### src/hw/rtl/fat_block_cache_directory_core_macros.svh
// ----------------------------------------------------------------------------
// fat block cache directory assertion macros
// shared concurrent assertion forms for the directory rtl
// ----------------------------------------------------------------------------
`ifndef FAT_BLOCK_CACHE_DIRECTORY_CORE_MACROS_SVH
`define FAT_BLOCK_CACHE_DIRECTORY_CORE_MACROS_SVH

// antecedent implies consequent in the same cycle
`define FBCD_ASSERT_IMP(label, clk, rst, ante, cons, msg) \
   label: assert property (@(posedge clk) disable iff (rst) (ante) |-> (cons)) \
      else $error(msg);

// antecedent implies consequent in the next cycle
`define FBCD_ASSERT_NXT(label, clk, rst, ante, cons, msg) \
   label: assert property (@(posedge clk) disable iff (rst) (ante) |=> (cons)) \
      else $error(msg);

`endif

### src/hw/rtl/fbcd_pkg.sv
// ----------------------------------------------------------------------------
// fbcd_pkg
// types, sizes and helper functions of the block cache directory
// ----------------------------------------------------------------------------
`timescale 1ns / 1ps

package fbcd_pkg;

   localparam int SLOTS     = 8;
   localparam int TAG_BITS  = 16;
   localparam int SLOT_BITS = $clog2(SLOTS);

   typedef enum logic [1:0] {
      ACT_READ  = 2'd0,
      ACT_WRITE = 2'd1,
      ACT_FLUSH = 2'd2,
      ACT_INVAL = 2'd3
   } fbcd_action_type;

   typedef struct packed {
      fbcd_action_type     action;
      logic [TAG_BITS-1:0] block_tag;
   } fbcd_req_type;

   typedef struct packed {
      logic [SLOT_BITS-1:0] slot;
      logic                 hit;
      logic                 fill;
      logic                 writeback;
      logic [TAG_BITS-1:0]  old_tag;
      logic                 dirty_lost;
      logic                 status;
      logic                 last;
   } fbcd_rsp_type;

   typedef struct packed {
      logic                 found;
      logic [SLOT_BITS-1:0] idx;
   } fbcd_find_type;

   // slot search results handed from the selector to the directory
   typedef struct packed {
      fbcd_find_type        hit;
      fbcd_find_type        free;
      fbcd_find_type        clean;
      fbcd_find_type        dirty;
      logic                 dirty_more;
   } fbcd_pick_type;

   // lowest set bit of a slot vector
   function automatic fbcd_find_type find_first(input logic [SLOTS-1:0] vec);
      fbcd_find_type res;
      res.found = |vec;
      res.idx   = '0;
      for (int i = SLOTS - 1; i >= 0; i--) begin
         if (vec[i]) begin
            res.idx = SLOT_BITS'(i);
         end
      end
      return res;
   endfunction

endpackage

### src/hw/rtl/fbcd_select.sv
// ----------------------------------------------------------------------------
// fbcd_select
// parallel tag match and priority searches over all cache slots
// ----------------------------------------------------------------------------
`timescale 1ns / 1ps

module fbcd_select
   import fbcd_pkg::*;
(
   input  logic [SLOTS-1:0]               valid,
   input  logic [SLOTS-1:0]               dirty,
   input  logic [SLOTS-1:0][TAG_BITS-1:0] tags,
   input  logic [TAG_BITS-1:0]            tag,
   input  logic [SLOT_BITS-1:0]           rot,
   output fbcd_pick_type                  pick
);

   logic [SLOTS-1:0] match;
   logic [SLOTS-1:0] clean;
   logic [SLOTS-1:0] clean_up;
   fbcd_find_type    clean_hi;
   fbcd_find_type    clean_lo;

   always_comb begin
      for (int i = 0; i < SLOTS; i++) begin
         match[i]    = valid[i] && (tags[i] == tag);
         clean[i]    = !dirty[i];
         // clean slots at or after the rotating index
         clean_up[i] = !dirty[i] && (SLOT_BITS'(i) >= rot);
      end
   end

   assign clean_hi = find_first(clean_up);
   assign clean_lo = find_first(clean);

   always_comb begin
      pick.hit        = find_first(match);
      pick.free       = find_first(~valid);
      pick.clean      = clean_hi.found ? clean_hi : clean_lo;
      pick.dirty      = find_first(dirty);
      // clearing the lowest set bit leaves the other dirty slots
      pick.dirty_more = |(dirty & (dirty - SLOTS'(1)));
   end

endmodule

### src/hw/rtl/fbcd_dir.sv
// ----------------------------------------------------------------------------
// fbcd_dir
// slot state of the directory and the per-transaction update decision
// ----------------------------------------------------------------------------
`timescale 1ns / 1ps

module fbcd_dir
   import fbcd_pkg::*;
(
   input  logic         clock,
   input  logic         reset,
   input  logic         exec,
   input  logic         write_lock,
   input  fbcd_req_type item,
   output fbcd_rsp_type res
);

   logic [SLOTS-1:0][TAG_BITS-1:0] tags_ff;
   logic [SLOTS-1:0]               valid_ff;
   logic [SLOTS-1:0]               valid_in;
   logic [SLOTS-1:0]               dirty_ff;
   logic [SLOTS-1:0]               dirty_in;
   logic [SLOT_BITS-1:0]           rot_ff;
   logic [SLOT_BITS-1:0]           rot_in;
   logic [SLOT_BITS-1:0]           rot_nxt;
   logic [SLOT_BITS-1:0]           chosen;
   logic [SLOT_BITS-1:0]           rd_idx;
   logic [TAG_BITS-1:0]            rd_tag;
   logic                           tag_we;
   fbcd_pick_type                  pick;

   assign rot_nxt = (rot_ff == SLOT_BITS'(SLOTS - 1)) ? '0 : rot_ff + SLOT_BITS'(1);

   fbcd_select u_select (
      .valid (valid_ff),
      .dirty (dirty_ff),
      .tags  (tags_ff),
      .tag   (item.block_tag),
      .rot   (rot_nxt),
      .pick  (pick)
   );

   // single tag read port: flush victim or rotating victim
   assign rd_idx = (item.action == ACT_FLUSH) ? pick.dirty.idx : rot_nxt;
   assign rd_tag = tags_ff[rd_idx];

   always_comb begin
      res      = '0;
      res.last = 1'b1;
      valid_in = valid_ff;
      dirty_in = dirty_ff;
      rot_in   = rot_ff;
      tag_we   = 1'b0;
      chosen   = rot_nxt;
      case (item.action)
         ACT_INVAL: begin
            valid_in = '0;
            dirty_in = '0;
         end
         ACT_FLUSH: begin
            if (write_lock) begin
               res.status = 1'b1;
            end else if (pick.dirty.found) begin
               res.slot                  = pick.dirty.idx;
               res.writeback             = 1'b1;
               res.old_tag               = rd_tag;
               res.last                  = !pick.dirty_more;
               dirty_in[pick.dirty.idx]  = 1'b0;
            end
         end
         ACT_READ, ACT_WRITE: begin
            if (item.action == ACT_WRITE && write_lock) begin
               res.status = 1'b1;
            end else begin
               rot_in = rot_nxt;
               if (pick.hit.found) begin
                  chosen = pick.hit.idx;
               end else if (pick.free.found) begin
                  chosen = pick.free.idx;
               end else if (pick.clean.found && !rot_nxt[0]) begin
                  chosen = pick.clean.idx;
               end else if (dirty_ff[rot_nxt]) begin
                  // dirty victim at the rotating index
                  res.old_tag    = rd_tag;
                  res.dirty_lost = write_lock;
                  res.writeback  = !write_lock;
               end
               res.slot = chosen;
               res.hit  = pick.hit.found;
               res.fill = !pick.hit.found;
               if (!pick.hit.found) begin
                  tag_we           = 1'b1;
                  valid_in[chosen] = 1'b1;
                  dirty_in[chosen] = 1'b0;
               end
               if (item.action == ACT_WRITE) begin
                  dirty_in[chosen] = 1'b1;
               end
            end
         end
         default: begin
            res.last = 1'b1;
         end
      endcase
   end

   always_ff @(posedge clock) begin
      if (reset) begin
         valid_ff <= '0;
         dirty_ff <= '0;
         rot_ff   <= '0;
      end else if (exec) begin
         valid_ff <= valid_in;
         dirty_ff <= dirty_in;
         rot_ff   <= rot_in;
      end
   end

   always_ff @(posedge clock) begin
      if (exec && tag_we) begin
         tags_ff[chosen] <= item.block_tag;
      end
   end

endmodule

### src/hw/rtl/fat_block_cache_directory_core.sv
// ----------------------------------------------------------------------------
// fat_block_cache_directory_core
// directory of a small fully associative write-back cache of table blocks
// ----------------------------------------------------------------------------
// usage:
//   req_valid/req_ready/req_data carry an access, flush or invalidate
//   transaction; rsp_valid/rsp_ready/rsp_data return its results, the final
//   one with last set. csr_we/csr_wdata write the read-only mode bit; the user
//   must write it only while the block is idle, which the block does not enforce.
// order: an accepted transaction is held in the input register, decided from it
//   combinationally, and its result is then captured in the result register.
// throughput: one read, write or invalidate per cycle while rsp_ready stays high.
//   a flush holds the input register until its last dirty slot is reported,
//   loading one result per dirty slot (at least one) into the single result register.
// reset: all slots become invalid and clean, the rotating index goes to zero
//   and read-only mode is off; slot tags are left as they are.
// stall: while rsp_ready is low the result register holds its transaction,
//   the input register still takes one more request, and req_ready then
//   stays low until the result moves on.
// ----------------------------------------------------------------------------
`timescale 1ns / 1ps

module fat_block_cache_directory_core
   import fbcd_pkg::*;
(
   input  logic         clock,
   input  logic         reset,
   input  logic         csr_we,
   input  logic         csr_wdata,
   input  logic         req_valid,
   output logic         req_ready,
   input  fbcd_req_type req_data,
   output logic         rsp_valid,
   input  logic         rsp_ready,
   output fbcd_rsp_type rsp_data
);

   `include "fat_block_cache_directory_core_macros.svh"

   logic         write_lock_ff;
   logic         in_valid_ff;
   logic         in_valid_in;
   fbcd_req_type in_data_ff;
   logic         rsp_valid_ff;
   logic         rsp_valid_in;
   fbcd_rsp_type rsp_data_ff;
   fbcd_rsp_type res;
   logic         exec;
   logic         accept;

   fbcd_dir u_dir (
      .clock      (clock),
      .reset      (reset),
      .exec       (exec),
      .write_lock (write_lock_ff),
      .item       (in_data_ff),
      .res        (res)
   );

   assign exec      = in_valid_ff && (!rsp_valid_ff || rsp_ready);
   assign req_ready = !in_valid_ff || (exec && res.last);
   assign accept    = req_valid && req_ready;

   always_comb begin
      in_valid_in = in_valid_ff;
      if (accept) begin
         in_valid_in = 1'b1;
      end else if (exec && res.last) begin
         in_valid_in = 1'b0;
      end
      rsp_valid_in = rsp_valid_ff;
      if (exec) begin
         rsp_valid_in = 1'b1;
      end else if (rsp_ready) begin
         rsp_valid_in = 1'b0;
      end
   end

   always_ff @(posedge clock) begin
      if (reset) begin
         write_lock_ff <= 1'b0;
         in_valid_ff   <= 1'b0;
         rsp_valid_ff  <= 1'b0;
      end else begin
         if (csr_we) begin
            write_lock_ff <= csr_wdata;
         end
         in_valid_ff  <= in_valid_in;
         rsp_valid_ff <= rsp_valid_in;
      end
   end

   always_ff @(posedge clock) begin
      if (accept) begin
         in_data_ff <= req_data;
      end
      if (exec) begin
         rsp_data_ff <= res;
      end
   end

   assign rsp_valid = rsp_valid_ff;
   assign rsp_data  = rsp_data_ff;

   `FBCD_ASSERT_NXT(a_flush_holds, clock, reset, exec && !res.last, in_valid_ff && (in_data_ff.action == ACT_FLUSH), "unfinished flush left the input register")
   `FBCD_ASSERT_IMP(a_refused_last, clock, reset, rsp_valid_ff && rsp_data_ff.status, rsp_data_ff.last && !rsp_data_ff.writeback, "refused transaction with extra results")
   `FBCD_ASSERT_IMP(a_wb_not_lost, clock, reset, rsp_valid_ff && rsp_data_ff.writeback, !rsp_data_ff.dirty_lost && !rsp_data_ff.hit, "writeback flagged with drop or hit")
   `FBCD_ASSERT_IMP(a_lost_ro, clock, reset, rsp_valid_ff && rsp_data_ff.dirty_lost, write_lock_ff && rsp_data_ff.fill, "dirty drop outside read-only miss")

endmodule
### config.mk
export PLATFORM = sky130hd
export DESIGN_NAME = fat_block_cache_directory_core
export DESIGN_NICKNAME = d
export VERILOG_FILES = /design/src/hw/rtl/fbcd_pkg.sv /design/src/hw/rtl/fbcd_select.sv /design/src/hw/rtl/fbcd_dir.sv /design/src/hw/rtl/fat_block_cache_directory_core.sv
export VERILOG_INCLUDE_DIRS = /design/src /design/src/hw/rtl
export SDC_FILE = /design/constraint.sdc
export NUM_CORES = 1
export LEC_CHECK = 0
export ABC_AREA = 1
export BUFFER_PORTS_ARGS = -buffer_cell sky130_fd_sc_hd__buf_2
export CORE_MARGIN = 2
export CORE_UTILIZATION = 40
export DETAILED_ROUTE_END_ITERATION = 10
export SYNTH_ARGS = -nofsm -noshare
export SYNTH_HDL_FRONTEND = slang
export SYNTH_SLANG_ARGS = --single-unit
### constraint.sdc
create_clock -name clock -period 10.1 [get_ports clock]
set_input_delay 1.01 -clock clock [delete_from_list [all_inputs] [get_ports clock]]
set_output_delay 1.01 -clock clock [all_outputs]
set_load 0.02 [all_outputs]
# == Yosys cells after proc, flatten, opt, wreduce, memory -nomap -nowiden ==
# Index checks and enable logic that the tools add are counted.
# word_totals
rom_bits,0
word_cells,222
mem_count,0
latchBits,0
reg_bits,193
out_inout_bits,27
mem_bits_rw,0
# classes
add_sub_neg,2
magnitude_cmp,16
multipliers,0
n_reduce_logical,57
n_mux,96
bitwise_logic,11
div_mod_pow,0
n_shift,0
n_eq_ne,16
# ops
op,count
two-way mux 3 bit,51
bitwise mux 128 bit,1
== test 16 bit,8
two-way mux 18 bit,4
two-way mux 8 bit,9
binary-select mux 16 bit (select 3 bit),1
demux 16 bit (select 3 bit),1
OR reduction 8 bit,6
two-way mux 17 bit,2
case mux 17 bit (2 select lines),1
two-way mux 16 bit,2
logical AND 1 bit,25
AND 8 bit,3
inverter 8 bit,3
case mux 8 bit (3 select lines),1
two-way mux 23 bit,1
less-than comparator 3 x 4 -> 1 bit (second input constant),5
OR reduction 20 bit,1
OR 8 bit,2
case mux 8 bit (2 select lines),1
two-way mux 1 bit,15
logical NOT 1 bit,14
>= comparator 3 bit (first input constant),4
>= comparator 3 x 1 -> 1 bit (second input constant),3
other kinds (21),34

# == Depth between registers and ports, before layout ==
# depth
depth_word,32
ltp_mapped,23
depth_no_buf,21

# == Modules after synthesis ==
# Synthesis repeated with hierarchy kept, for this count alone.
# unflattened
cells_unflattened,1136
area_unflattened_um2,10351.2
# by_module_without_submodules
mod,area_each_um2,cells_per_inst,n_inst,seq_area_each_um2
fbcd_dir,6677.7,632,1,4224.1
fbcd_select,2253.4,445,1,0.0
fat_block_cache_directory_core,1420.1,59,1,1351.3

# == Worst setup path after synthesis ==
# Ideal clock, no wire load.
# synth_path
path_type,register -> register
from,"reg, netlist name u_dir.rot_ff[0]"
to,reg u_dir.tags_ff[112] (netlist name) (enable)
required_ns,9.712
path_stages_with_launch,17
setup_time_ns,0.388
setup_slack_ns,6.802
path_buffers,0
arrival_ns,2.909
cell_sequence,dfxtp_1 -> ha_1 -> ha_1 -> inv_2 -> o21ai_1 -> nand2_1 -> nor2_1 -> nand2_1 -> nor2_1 -> nor3_1 -> a21oi_4 -> inv_2 -> nand2_4 -> nand2_1 -> o21ai_1 -> nand2_1 -> nor2_1
# synth_lines
element,line,text
"to (signal, indexed assignment)",fbcd_dir.sv:121,tags_ff[chosen] <= item.block_tag;
to (decl),fbcd_dir.sv:18,logic [SLOTS-1:0][TAG_BITS-1:0] tags_ff;

# == Worst setup path after layout ==
# layout_path
from,reg in_data_ff[17] (netlist name)
to,reg rsp_data_ff (netlist bit rsp_data[4]) (data pin)
# layout_between
elab_chain_cells,10
word_cells_on_any_way,16
# layout_rtl
element,line,text
from (decl),fat_block_cache_directory_core.sv:43,fbcd_req_type in_data_ff;
from (signal assigned),fat_block_cache_directory_core.sv:95,in_data_ff <= req_data;
== test 2 bit,"fbcd_dir.sv:44, fbcd_dir.sv:55",
two-way mux 3 bit,fbcd_dir.sv:44,assign rd_idx = (item.action == ACT_FLUSH) ? pick.dirty.idx : rot_nxt;
binary-select mux 16 bit (select 3 bit),fbcd_dir.sv:45,assign rd_tag = tags_ff[rd_idx];
two-way mux 16 bit (implied by the code),fbcd_dir.sv:45,
two-way mux 18 bit,fbcd_dir.sv:82,end else if (dirty_ff[rot_nxt]) begin
two-way mux 18 bit,fbcd_dir.sv:80,end else if (pick.clean.found && !rot_nxt[0]) begin
two-way mux 18 bit,fbcd_dir.sv:78,end else if (pick.free.found) begin
two-way mux 18 bit,fbcd_dir.sv:76,if (pick.hit.found) begin
two-way mux 23 bit,fbcd_dir.sv:72,if (item.action == ACT_WRITE && write_lock) begin
case mux 17 bit (2 select lines) *,fbcd_dir.sv:55,case (item.action)
to (signal assigned),fat_block_cache_directory_core.sv:98,rsp_data_ff <= res;
to (decl),fat_block_cache_directory_core.sv:46,fbcd_rsp_type rsp_data_ff;
# Every way passes the cells marked *; elsewhere a longest branch is shown, timed or not. The select of a mux whose other input is x is not followed.
# A chain may end at the register's enable or synchronous reset.

==> summary.md <==
| Metric | Value |
|---|---|
| Syn_nets | `1,434` |
| Pins Over Slew Limit | `0` |
| Setup bufs post-CTS | `0` |
| Overflow after GRT | `0` |
| Share of layout cells above drive strength 1 | `between 10 and 15%` |
| Synth Instances | `between 1,000 and 1,500` |
| Vias post-DR | `10,200` |
| I/O pin count | `51` |
| Comb power frac | `13.3%` |
| Routed len/inst | `roughly 22 microns` |
| Relative slew slack | `between 20% and 30%` |
| DRC errors left | `0` |
| Clk pwr share | `between 30% and 40%` |
| Row count | `a little over 60` |
| Netlist cell types | `between 50 and 60` |
| Largest cells by area after synthesis | `edfxtp_1, nand2_1, nor2_1` |
| Synthesized flop and latch total | `roughly 190` |
| Vias in the first global route | `between 9,000 and 10,000` |
| Layout area overhead | `10.3%` |
| DRT Wirelength | `~40,000 microns` |
| Initial antenna violation count | `0` |
| Internal | `~0.0013 W` |
| Core Area | `between 0.02 and 0.03 sq mm` |
| Register area share after synthesis | `between 40% and 50%` |
| MaxCap Viol Count | `0` |
| CP Data Required Time | `about 10 ns` |
| Final #Nets | `between 1,000 and 1,500` |
| CP Class | `register to register` |
| RSZ-0062 raised after global routing | `no` |
| Pwr Density | `149 mW/mm^2` |
| Total Routing Usage GR | `a little over a quarter` |
| Yosys top cell area share | `45.0%` |
| Iteration-0 DRC Markers | `~1,300` |
| First-pass GRT wire length | `59,500 microns` |
| Outcome | `finished, final reports clean` |
| Sw frac | `between 20% and 30%` |
| Synthesized area | `approximately 0.011 sq mm` |
| H-tree depth reported by CTS | `4` |
| Reg power frac | `between 40% and 50%` |
| Clock Sinks | `193` |
| Pin count of the biggest net entering global routing | `65` |
| Minimum clock period | `~4.5 ns` |
| Final Skew | `0.0133 ns` |
| Final Non-Filler Cells | `1,830` |
| CTS Buf Count | `17` |
| Via density | `5.57` |
| Leak | `5.19 nW` |
| Maximum VDD drop | `slightly above 100 uV` |
| CTS tree | `built` |
| Clk_lat worst skew | `0.44 ns` |
| CP endpoint kind | `register` |
| Drt first pass iters | `8` |
| Final setup fails | `0` |
| Gates resized, CTS repair | `0` |
| Dominant cell type by area after synthesis | `edfxtp_1` |
| Worst Tran Pin Value | `roughly 1.2 ns` |
| Sum Neg Setup Slack | `0 ns` |
| Port buffer count | `50` |
| Post-CTS Hold Fix Bufs | `0` |
| Detailed Place HPWL | `slightly below 30,000 microns` |
| CTS Buffer Depth | `2` |
| Crit path DAT | `4.71 ns` |
| Average size of a mapped cell | `8.11 sq um` |
| P_sw | `about 0.00055 W` |
| Clock slew at reported path FFs | `0.08 ns` |
| Crit start category | `register` |
| Die Area | `about 0.030 sq mm` |
| Antenna viol nets, final | `0` |
| Ys Warns | `0` |
| Die Wd | `approximately 170 microns` |
| Fin. Hold Viols | `0` |
| N_diodes | `0` |
| Initial Util | `40.8%` |
| Hold Path Class | `register to register` |
| Gpl congestion | `0.976` |
| Fmax | `around 0.22 GHz` |
| Final worst-path cycle share | `a little under half` |
| Post-Place Cells | `~1,800` |
| Total Power | `0.00187 W` |
| EDFF count, synth | `between 150 and 200` |
| DIE HEIGHT | `about 170 microns` |
| FFs w/ async S/R, synth | `0%` |
| Ys flop type | `edfxtp_1` |
| Root Buffer | `clkbuf_16` |
| Max FO, Critical Path | `52` |
-- per-layer routing --
layer	part of all wire, %	track usage [%]
met3	7.5	4.49
met1	45	37.7
met4	3.4	9.32
met5	0	0
met2	44	41.3
-- synth_stat cells, types with 4 or more instances --
master,number
edfxtp_1,171
nand4_1,31
nor2_1,201
o21ai_0,57
and3_1,4
nand2_1,375
xor2_1,6
o211ai_1,15
xnor2_1,24
inv_1,152
nand2_2,9
nand3b_1,4
o21ai_1,19
ha_1,4
a211oi_1,21
or2_2,6
o311a_1,16
nor3b_1,4
or2_1,5
dfxtp_1,22
inv_2,18
clkbuf_1,14
o22ai_1,4
nor3_1,31
a21oi_1,43
o21a_1,10
a311oi_1,10
nand3_1,56
nor2_2,4
buf_2,19
buf_4,11
-- sequential cells by signal (all words and copies together), names as in the netlist --
register        flops
rsp_valid           1
u_dir.dirty_ff      8
u_dir.valid_ff      8
u_dir.rot_ff        3
write_lock_ff       1
rsp_data           25
u_dir.tags_ff     128
in_valid_ff         1
in_data_ff         18
-- power groups by stage --
stage                     sequential (W)  clock [W]  combinational [W]
final                           0.000921   0.000700           0.000249
after global routing            0.000924   0.000737           0.000270
after CTS                       0.000921   0.000707           0.000246
after detailed placement        0.000939          0           0.000245
after global placement          0.000938          0           0.000246
after floorplan                 0.000924          0           0.000170
-- through the flow --
step	area (sq um)	util (%)	setup WS [ns]	hold WS [ns]
finish	12600	45.0	5.55	0.473
global route	12600	45.0	5.31	0.502
CTS	12600	45.0	5.61	0.470
detailed placement	12000	42.9	5.61	0.469
global placement	12000	42.9	5.61	0.464
floorplan	11400	-	6.80	0.451
-- worst max-delay path, stage by stage (launching register included) --
cell and delay, ns:
edfxtp_1 0.46, inv_1 0.11, nor2_1 0.85, nand2_1 0.36, o21ai_4 0.47, buf_4 0.63, inv_2 0.53, o21a_1 0.34
a211oi_1 0.34, nor3_1 0.14
-- cell usage in the layout (no fill, tap or decap), drive strengths merged, types with 24 or more instances in the layout --
cell type / netlist / routed
nand4: 31 / 31
nand3: 59 / 59
nor2: 208 / 208
xnor2: 24 / 24
buf: 33 / 61
nor3: 31 / 31
o21ai: 78 / 78
edfxtp: 171 / 171
nand2: 387 / 387
inv: 171 / 177
a21oi: 48 / 48
-- worst paths after layout --
check / from / endpoint / slack [ns] / cells past startpoint
worst max-delay path: in_data_ff[17]$_DFFE_PP_ / rsp_data[4]$_SDFFCE_PN0P_ / 5.55 / 9
worst min-delay path: in_valid_ff$_SDFFE_PP0P_ / rsp_valid$_SDFFE_PP0P_ / 0.47 / 2
worst max register to register: in_data_ff[17]$_DFFE_PP_ / rsp_data[4]$_SDFFCE_PN0P_ / 5.55 / 9
worst min register to register: in_valid_ff$_SDFFE_PP0P_ / rsp_valid$_SDFFE_PP0P_ / 0.47 / 2
-- final cells by class --
class / instances / area (sq um)
clock inverters: 14 / 173
flip-flops and latches: 193 / 5580
clock buffers: 18 / 429
well taps: 378 / 473
repair buffers: 61 / 333
inverters: 172 / 649
fillers: 2867 / 15400
multi-input cells: 994 / 4940
-- kinds of logic (layout without fill, tap and decap cells) --
kind of cell	after synthesis	in the layout	share of synthesized area, %
buf+inv	219	265	8.01
simple gates	748	748	28.2
flops	193	193	48.9
compound gates	212	212	12.1
xor+xnor	30	30	2.30
fa+ha+maj	4	4	0.439
Power figures use the tool's default switching activity.
